### config.mk
export PLATFORM = sky130hd
export DESIGN_NAME = gbn_alu
export DESIGN_NICKNAME = d
export VERILOG_FILES = /design/src/rtl/gbn_alu.sv
export SDC_FILE = /design/constraint.sdc
export NUM_CORES = 1
export LEC_CHECK = 0
export ABC_AREA = 1
export BUFFER_PORTS_ARGS = -buffer_cell sky130_fd_sc_hd__buf_4
export CORE_ASPECT_RATIO = 1.25
export CORE_MARGIN = 3
export CORE_UTILIZATION = 45
export DETAILED_ROUTE_END_ITERATION = 8
export PLACE_DENSITY = 0.74
export SETUP_SLACK_MARGIN = 0.1
export SLEW_MARGIN = 40
export SYNTH_ARGS = -nofsm -noshare
export SYNTH_HDL_FRONTEND = slang
export SYNTH_SLANG_ARGS = --single-unit
### constraint.sdc
create_clock -name vclk -period 4.4
set_input_delay 0.22 -clock vclk [all_inputs]
set_output_delay 0.22 -clock vclk [all_outputs]
set_load 0.05 [all_outputs]
### src/rtl/gbn_alu.sv
`timescale 1ns / 1ps
// ----------------------------------------------------------------------------
// gbn_alu
// Shared add and compare unit: sum = a + b, lt = a < c, eq = (a + b) == c.
// ----------------------------------------------------------------------------
module gbn_alu #(
  parameter int W = 17
) (
  input  logic [W-1:0] a_i,
  input  logic [W-1:0] b_i,
  input  logic [W-1:0] c_i,
  output logic [W-1:0] sum_o,
  output logic         lt_o,
  output logic         eq_o
);

  assign sum_o = a_i + b_i;
  assign lt_o  = (a_i < c_i);
  assign eq_o  = (sum_o == c_i);

endmodule

After elaboration in Yosys (flattened, before gate mapping)
Cells that the tools add are included.

storage, ports and cells
  bits in registers = 0
  bits of input ports = 51
  output and inout bits = 19

cells by class
  add/subtract/negate cells = 1
  order comparisons = 1
  equal/unequal tests = 1

operator list
  cell              number
  $add A17 B17 Y17  1
  $eq A17 B17 Y1    1
  $lt A17 B17 Y1    1

Depth between registers and ports, before layout
Gate-level depths: netlist of the first run.

  word-level depth = 2
  depth in mapped cells = 17

Least setup slack after synthesis of the first run
OpenSTA, ideal clock, no wires.

  path kind = input-to-output
  start = input a_i[0]
  end = output eq_o
  data arrival time = 2.588 ns
  data required time = 4.180 ns
  path slack = 1.592 ns
  stages on the path = 16
  cells stage by stage = ha_1 -> inv_1 -> fa_1 -> inv_1 -> nand3_1 -> nand2_1 -> nand2_1 -> nand2_1 -> nand2_1 -> nand2_1 -> nand2_1 -> nand2_1 -> nand3_1 -> nor2_1 -> nand2_1 -> nor3_2

on the way
  word-level cells in the longest chain between the ends = 2

RTL lines
  element           line  source
  start, declared   9     input logic [W-1:0] a_i,
  $add A17 B17 Y17  17    assign sum_o = a_i + b_i;
  via sum_o[8]      12    output logic [W-1:0] sum_o,
  $eq A17 B17 Y1    19    assign eq_o = (sum_o == c_i);
  end, declared     14    output logic eq_o

The timed path passes the listed nets, and every way through them passes these cells.

Worst setup path after layout of the first run
  start = input a_i[0]
  end = output eq_o

on the way
  word-level cells in the longest chain between the ends = 2

RTL lines
  element           line
  $add A17 B17 Y17  17
  $eq A17 B17 Y1    19

Every way passes these cells.

==> impl_metrics.yaml, run 1 <==
worst_setup_path:
  required_ns: 4.18
  cp.arrival_ns: 2.23
  cp_max_fo: 3
  critical_path_class: "input pin to output pin"
  worstPathCellList: "buf_4 -> ha_1 -> inv_1 -> fa_1 -> inv_1 -> nand3_1 -> nand2_1 -> nand2_1 -> nand2_1 -> nand2_1 -> nand3_1 -> nand2_1 -> nand2_1 -> nand2_1 -> nor2_1 -> nand2_1 -> nor3_2 -> buf_4"
  cp_common_cell: "nand2_1"
  slowest_stage: "fa_1"
  startpoint_type: "input pin"
  worstSetupEndpointType: "output pin"
  max_stage_delay_ns: 0.38
floorplanning:
  die_area_um2: 4922
  die_x_um: 63.36
  die_h_um: 77.70
  rows: 25
  start_util_pct: 47.71
  core_area_um2: 3879
  ios: 70
yosys:
  synth.most_common_cell: "nand2_1"
  synth_top_area_share_pct: 25.96
  synthTopCellsByArea: "nand2_1 (26%), ha_1 (22%), inv_1 (16%)"
  yosysWarningCount: 0
  ys_top_cells_by_count: "nand2_1 (128), inv_1 (81), nand3_1 (42), ha_1 (32), nor2_1 (22)"
  yosys.cell_types.count: 22
  netlist_area_um2: 1851
  synthCells: 361
  yosysSeqAreaShare_pct: 0
  syn_avg_cell_area_um2: 5.126
  yosysTopAreaCell: "nand2_1"
  syn-num-nets: 445
finish:
  multi_input_area_um2: 1546
  nets: 517
  drive_above_1_share_pct: 21.58
  diodes: 0
  nClkBuffers: 0
  num-fill-cells: 436
  area_growth_pct: 32.05
  final_area_um2: 2444
  regArea_um2: 0
  fin_util_pct: 63.00
  design.seq.count: 0
worst_hold_path:
  hp-class: "input pin to output pin"
sta:
  finalHoldViolCount: 0
  grt_setup_unrepaired: "false"
  slew_headroom_pct: 71.66
  tightest_slew_ns: 0.4225
  slew_violations: 0
  finalCriticalPeriod_ns: 2.454
  fmax_ghz: 0.4075
  setup_violations: 0
  fin_setup_tns_ns: 0
  period_share_pct: 55.77
  worst_slack_ns: 1.946
drt:
  drt_wl_total_um: 5291
  vias: 2321
  avgRoutedWirePerCell_um: 10.91
  firstDrtPassIters: 4
  drt-initial-drc-count: 82
  viasPerCell: 4.786
  drc_errors: 0
  drtAntennaViolNets: 0
grt:
  grt_remaining_overflow: 0
  grt_usage_pct: 21.71
  grt_pass1_vias: 2276
  antenna_found_initial: 0
  grt_pass1_wl_um: 9011
  grt_max_degree: 8
pwr:
  p_total_w: 0.0004258
  power.density_nw_per_um2: 174.2
  vdd_ir_drop_max_mv: 0.1014
  leakage_nw: 1.608
placed_design:
  placed_area_um2: 2444
  portBuffers: 70
  gp_congestion: 0.9238
  pre_cts_ws_ns: 1.932
  dpl.hpwl_um: 4912
clock_network:
  hold_buffers: 0
  cts-resized-gates: 0
  postCtsSetupBuffers: 0
flow_run:
  drv_cap: 0
run_status:
  status: "finished clean"
[through the flow]
step | hold WS, ns | cells
finish | 0.8560 | 485
global route | 0.8817 | 485
CTS | 0.8616 | 485
detailed placement | 0.8626 | 485
global placement | 0.8551 | 485
floorplan | 0.7243 | 361
[worst max-delay path, delay by kind of cell]
family / cells / cell delay (ns)
simple gates: 12 / 0.95
fa+ha+maj: 2 / 0.56
buf+inv: 4 / 0.46
[placed cells by master (no fill, tap or decap), drive strengths merged, types with 2 or more instances in the layout]
master / Yosys / final
nor2: 23 / 23
nand2: 142 / 142
a211oi: 2 / 2
xnor2: 2 / 2
nand3: 46 / 46
inv: 81 / 81
a21oi: 17 / 17
ha: 32 / 32
o21ai: 4 / 4
nor3: 4 / 4
buf: 0 / 70
nand4: 2 / 2
[path summary, 6_finish.rpt]
path                   start        to  slack, ns  cells after the start
worst max-delay path  a_i[0]      eq_o       1.95                     18
worst min-delay path  b_i[0]  sum_o[0]       0.86                      3
[power breakdown]
| part | internal, W | total [W] | switching [W] |
|---|---|---|---|
| clock | 0 | 0 | 0 |
| sequential | 0 | 0 | 0 |
| combinational | 0.000150 | 0.000426 | 0.000276 |
[cell type report]
| cell class | count | share of cell area, % |
|---|---|---|
| multi-input combinational | 280 | 63.29 |
| inverter | 81 | 12.44 |
| timing repair buffer | 70 | 21.51 |
| tap | 54 | 2.765 |
[layer usage]
| metal | wire [µm] | up-vias | track usage [%] |
|---|---|---|---|
| met3 | 219 | 8 | 1.158 |
| li1 | - | 1269 | - |
| met5 | 0 | - | 0 |
| met4 | 98 | 0 | 3.672 |
| met2 | 2752 | 56 | 43.99 |
| met1 | 2220 | 988 | 24.43 |
[logic make-up after synthesis]
logic type,share of synthesized area [%]
buf+inv,16.43
xor+xnor,0.9468
fa+ha+maj,22.72
simple gates,52.81
compound gates,7.100
(Power assumes the default switching activity.)
==> run 2: changes to the inputs <==
- ABC_AREA: 1 -> 0
- PLACE_DENSITY: 0.74 -> 0.75
- clock period: 4.4 -> 2.5 ns (I/O delays scaled with it)
==> impl_metrics.yaml, run 2 <==
worst_setup_path:
  worstSetupEndpointType: "output pin"
  critical_path_class: "input pin to output pin"
  required_ns: 2.38
  startpoint_type: "input pin"
  cp.arrival_ns: 2.53
  cp_max_fo: 4
yosys:
  yosysWarningCount: 0
  synth.most_common_cell: "ha_1"
  ys_top_cells_by_count: "ha_1 (32), inv_1 (25), xnor2_1 (24), a21oi_1 (13)"
  yosys.cell_types.count: 52
  yosysSeqAreaShare_pct: 0
  synthCells: 217
  syn-num-nets: 301
  synth_top_area_share_pct: 23.37
  netlist_area_um2: 1713
  yosysTopAreaCell: "ha_1"
  synthTopCellsByArea: "ha_1 (23%), xnor2_1 (12%), inv_1 (5.5%)"
  syn_avg_cell_area_um2: 7.894
sta:
  worst_slack_ns: -0.1573
  tightest_slew_ns: 0.3927
  grt_setup_unrepaired: "true"
  setup_violations: 1
  hold_ws_ns: 0.6384
  fmax_ghz: 0.3763
  slew_violations: 0
  finalCriticalPeriod_ns: 2.657
  period_share_pct: 106.3
  slew_headroom_pct: 73.63
  fin_setup_tns_ns: -0.1573
  finalHoldViolCount: 0
finish:
  drive_above_1_share_pct: 45.43
  num-fill-cells: 269
  nets: 414
  diodes: 0
  regArea_um2: 0
  final_area_um2: 2844
  area_growth_pct: 66.03
  layout_common_cells: "buf_4 (114), ha_1 (29), inv_1 (24)"
  design.seq.count: 0
  nClkBuffers: 0
  final_common_cell: "buf_4"
drt:
  viasPerCell: 5.496
  firstDrtPassIters: 4
  drt-initial-drc-count: 48
  avgRoutedWirePerCell_um: 14.79
  drc_errors: 0
  drt_wl_total_um: 5429
  drtAntennaViolNets: 0
  vias: 2017
pwr:
  vdd_ir_drop_max_mv: 0.2189
  p_int_w: 0.0004758
  pwr-share-clk_pct: 0
  p_sw_w: 0.0005637
  leakage_nw: 1.446
  power.density_nw_per_um2: 365.5
  seqPwrFrac_pct: 0
  combPwrFrac_pct: 100.0
  swShare_pct: 54.23
floorplanning:
  die_area_um2: 4587
  core_area_um2: 3573
  die_x_um: 61.18
  die_h_um: 74.98
  start_util_pct: 47.93
  rows: 24
  ios: 70
flow_run:
  drv_cap: 0
placed_design:
  portBuffers: 70
  pre_cts_ws_ns: -0.2588
  dpl.hpwl_um: 4705
  gp_congestion: 0.8904
  placed_area_um2: 2783
grt:
  grt_remaining_overflow: 0
  grt_usage_pct: 23.28
  antenna_found_initial: 0
  grt_pass1_wl_um: 8362
  grt_pass1_vias: 2001
  grt_max_degree: 8
worst_hold_path:
  hp-class: "input pin to output pin"
run_status:
  status: "finished, violations left"
  violations: "setup timing"
==> run 2: changes by cell type in the layout (fill, tap and decap cells not counted), sizes merged, moves of 5 or more <==
cell    before  now
buf         70  118
nand3       46    1
nand4        2    7
inv         81   25
xnor2        2   24
nor2        23   10
xor2         0    6
o21ai        4   10
and3         0    6
nand2b       0    5
nand2      142   10
a21o         0   10
==> run 2: timing repair <==
action | 4_1_cts | 5_1_grt
setup endpoints to repair | 2 | 3
setup buffers | 0 | 0
resized for setup | 8 | 5
pin swaps | 1 | 7
cloned | 0 | 0
hold buffers | 0 | 0
==> run 2: stage by stage <==
step / util (%) / std cells / power [W]
after floorplan: - / 217 / 0.0006709
after global placement: 77.87 / 367 / 0.001004
after detailed placement: 77.87 / 367 / 0.001018
after CTS: 78.64 / 367 / 0.001027
after global routing: 79.59 / 367 / 0.001111
final: 79.59 / 367 / 0.001040
==> run 2: cell families (layout without fill, tap and decap cells) <==
kind of cell    count (synthesis)  count (layout)  share of synthesized area (%)
xor+xnor                       33              33                          19.36
buf+inv                        32             143                          9.569
mux                             3               3                          1.753
compound gates                 63              63                          27.61
fa+ha+maj                      33              33                          24.54
simple gates                   53              53                          17.17
==> run 2: path summary, 6_finish.rpt <==
kind | start | end | slack (ns) | cells after the start
max | b_i[4] | eq_o | -0.16 | 11
min | b_i[0] | sum_o[0] | 0.64 | 3
==> run 2: power groups by stage <==
stage               Clock, W  Combinational [W]  Sequential [W]
finish                     0            0.00104               0
global route               0            0.00111               0
CTS                        0            0.00103               0
detailed placement         0            0.00102               0
global placement           0            0.00100               0
floorplan                  0           0.000671               0
==> run 2: area by class of cell <==
cell class                      instances  area, µm²  share of cell area, %
Tap cell                               39      48.80                  1.716
Timing Repair Buffer                  118      913.4                  32.12
Inverter                               25      93.84                  3.300
Multi-Input combinational cell        185       1788                  62.87
==> run 2: worst max-delay path, stage by stage <==
cell	delay (ns)
buf_4	0.12
ha_4	0.26
and2_4	0.16
a311oi_4	0.34
a21boi_4	0.13
o21a_1	0.21
a221o_1	0.34
a21oi_2	0.16
xnor3_1	0.27
nor4_4	0.23
buf_6	0.19
==> run 2: routing by layer <==
metal,wire (µm),vias up,global-route usage [%],share of wire (%)
li1,-,1012,-,-
met5,0,-,0,0
met3,221,11,0.6861,4.1
met4,136,0,5.060,2.5
met1,2038,930,24.79,38
met2,3032,64,48.24,56
==> run 3: changes to the inputs <==
- REMOVE_ABC_BUFFERS: not set -> 1
==> impl_metrics.yaml, run 3 (same netlist as run 2, synthesis figures left out) <==
grt:
  grt_usage_pct: 23.11
  grt_remaining_overflow: 0
  grt_pass1_wl_um: 8390
  antenna_found_initial: 0
  grt_max_degree: 9
  grt_pass1_vias: 2062
floorplanning:
  die_x_um: 61.18
  die_h_um: 74.98
  start_util_pct: 47.93
  ios: 70
  rows: 24
  core_area_um2: 3573
  die_area_um2: 4587
worst_setup_path:
  worstSetupEndpointType: "output pin"
  cp.arrival_ns: 2.53
  cp_max_fo: 3
  slowest_stage: "a221o_1"
  critical_path_class: "input pin to output pin"
  required_ns: 2.38
  startpoint_type: "input pin"
  worstPathCellList: "buf_6 -> ha_4 -> and2_4 -> a311oi_2 -> a21boi_2 -> buf_4 -> o21a_1 -> a221o_1 -> a21oi_2 -> xnor3_1 -> nor4_2 -> buf_4"
  max_stage_delay_ns: 0.34
  cp_common_cell: "buf_4"
run_status:
  status: "finished, violations left"
  violations: "setup timing"
pwr:
  power.density_nw_per_um2: 357.7
  vdd_ir_drop_max_mv: 0.1941
  leakage_nw: 1.441
drt:
  firstDrtPassIters: 4
  drt-initial-drc-count: 67
  viasPerCell: 5.435
  drc_errors: 0
  vias: 2038
  drt_wl_total_um: 5416
  avgRoutedWirePerCell_um: 14.44
  drtAntennaViolNets: 0
placed_design:
  pre_cts_ws_ns: -0.3563
  portBuffers: 70
  dpl.hpwl_um: 4561
  gp_congestion: 0.9095
  dp_cells: 372
sta:
  period_share_pct: 106.4
  grt_setup_unrepaired: "true"
  slew_violations: 0
  worst_slack_ns: -0.1596
  fmax_ghz: 0.3760
  finalCriticalPeriod_ns: 2.660
  tightest_slew_ns: 0.4753
  finalHoldViolCount: 0
  slew_headroom_pct: 68.21
  hold_ws_ns: 0.6394
  fin_setup_tns_ns: -0.1596
  setup_violations: 1
finish:
  diodes: 0
  multi_input_area_um2: 1647
  drive_above_1_share_pct: 44.94
  area_growth_pct: 60.99
  layout_common_cells: "buf_4 (120), ha_1 (26), inv_1 (24)"
  nClkBuffers: 0
  num-fill-cells: 265
  final_common_cell: "buf_4"
  fin_util_pct: 77.17
  regArea_um2: 0
  nets: 422
  design.seq.count: 0
  instances_no_fill: 375
worst_hold_path:
  hp-class: "input pin to output pin"
flow_run:
  drv_cap: 0
run 3: cell types whose count changed in the layout (fill, tap and decap cells not counted), moves of 2 or more:
cell      previous run  this run
buf_4              114       120
buf_6                2         6
xnor2_4              3         0
a21oi_1             11        13
ha_1                29        26
a311oi_4             2         0
a311oi_2             0         2
o21ai_1              2         0
xnor2_1             20        23
ha_4                 3         5
run 3: critical path: cells and delay by family:
kind | cells | cell delay [ns]
adder cells (fa/ha/maj) | 1 | 0.23
AND/OR/NAND/NOR | 2 | 0.39
XOR/XNOR | 1 | 0.24
buffers and inverters | 3 | 0.50
AO/OA/AOI/OAI | 5 | 1.05
run 3: routing by layer:
metal / GRT usage, % / routed length (µm) / part of all wire, %
met1: 25.41 / 2117 / 39
met2: 46.82 / 2966 / 55
met3: 0 / 186 / 3.4
met4: 6.265 / 146 / 2.7
met5: 0 / 0 / 0
run 3: power breakdown:
group          leakage (nW)  switching, W  internal [W]
logic                  1.44      0.000531      0.000455
registers                 0             0             0
clock network             0             0             0
run 3: final cells by class:
type,instances,share of cell area (%)
Multi-Input combinational cell,185,59.71
Timing Repair Buffer,126,35.12
Inverter,25,3.403
Tap cell,39,1.770
run 3: metrics by stage:
stage               area (µm²)  power [W]
floorplan                 1643  0.0005717
global placement          2615  0.0009236
detailed placement        2615  0.0009388
CTS                       2753  0.0009765
global route              2758   0.001054
finish                    2758  0.0009863
run 3: worst paths after layout:
| kind | startpoint | endpoint | cells past startpoint |
|---|---|---|---|
| worst min-delay path | a_i[0] | sum_o[0] | 3 |
| worst max-delay path | b_i[4] | eq_o | 12 |
run 3: timing repair:
| action | in CTS | in global routing |
|---|---|---|
| hold buffers | 0 | 0 |
| resized for setup | 18 | 4 |
| buffers inserted | 5 | 1 |
| pin swaps | 16 | 1 |
| setup endpoints to repair | 3 | 3 |
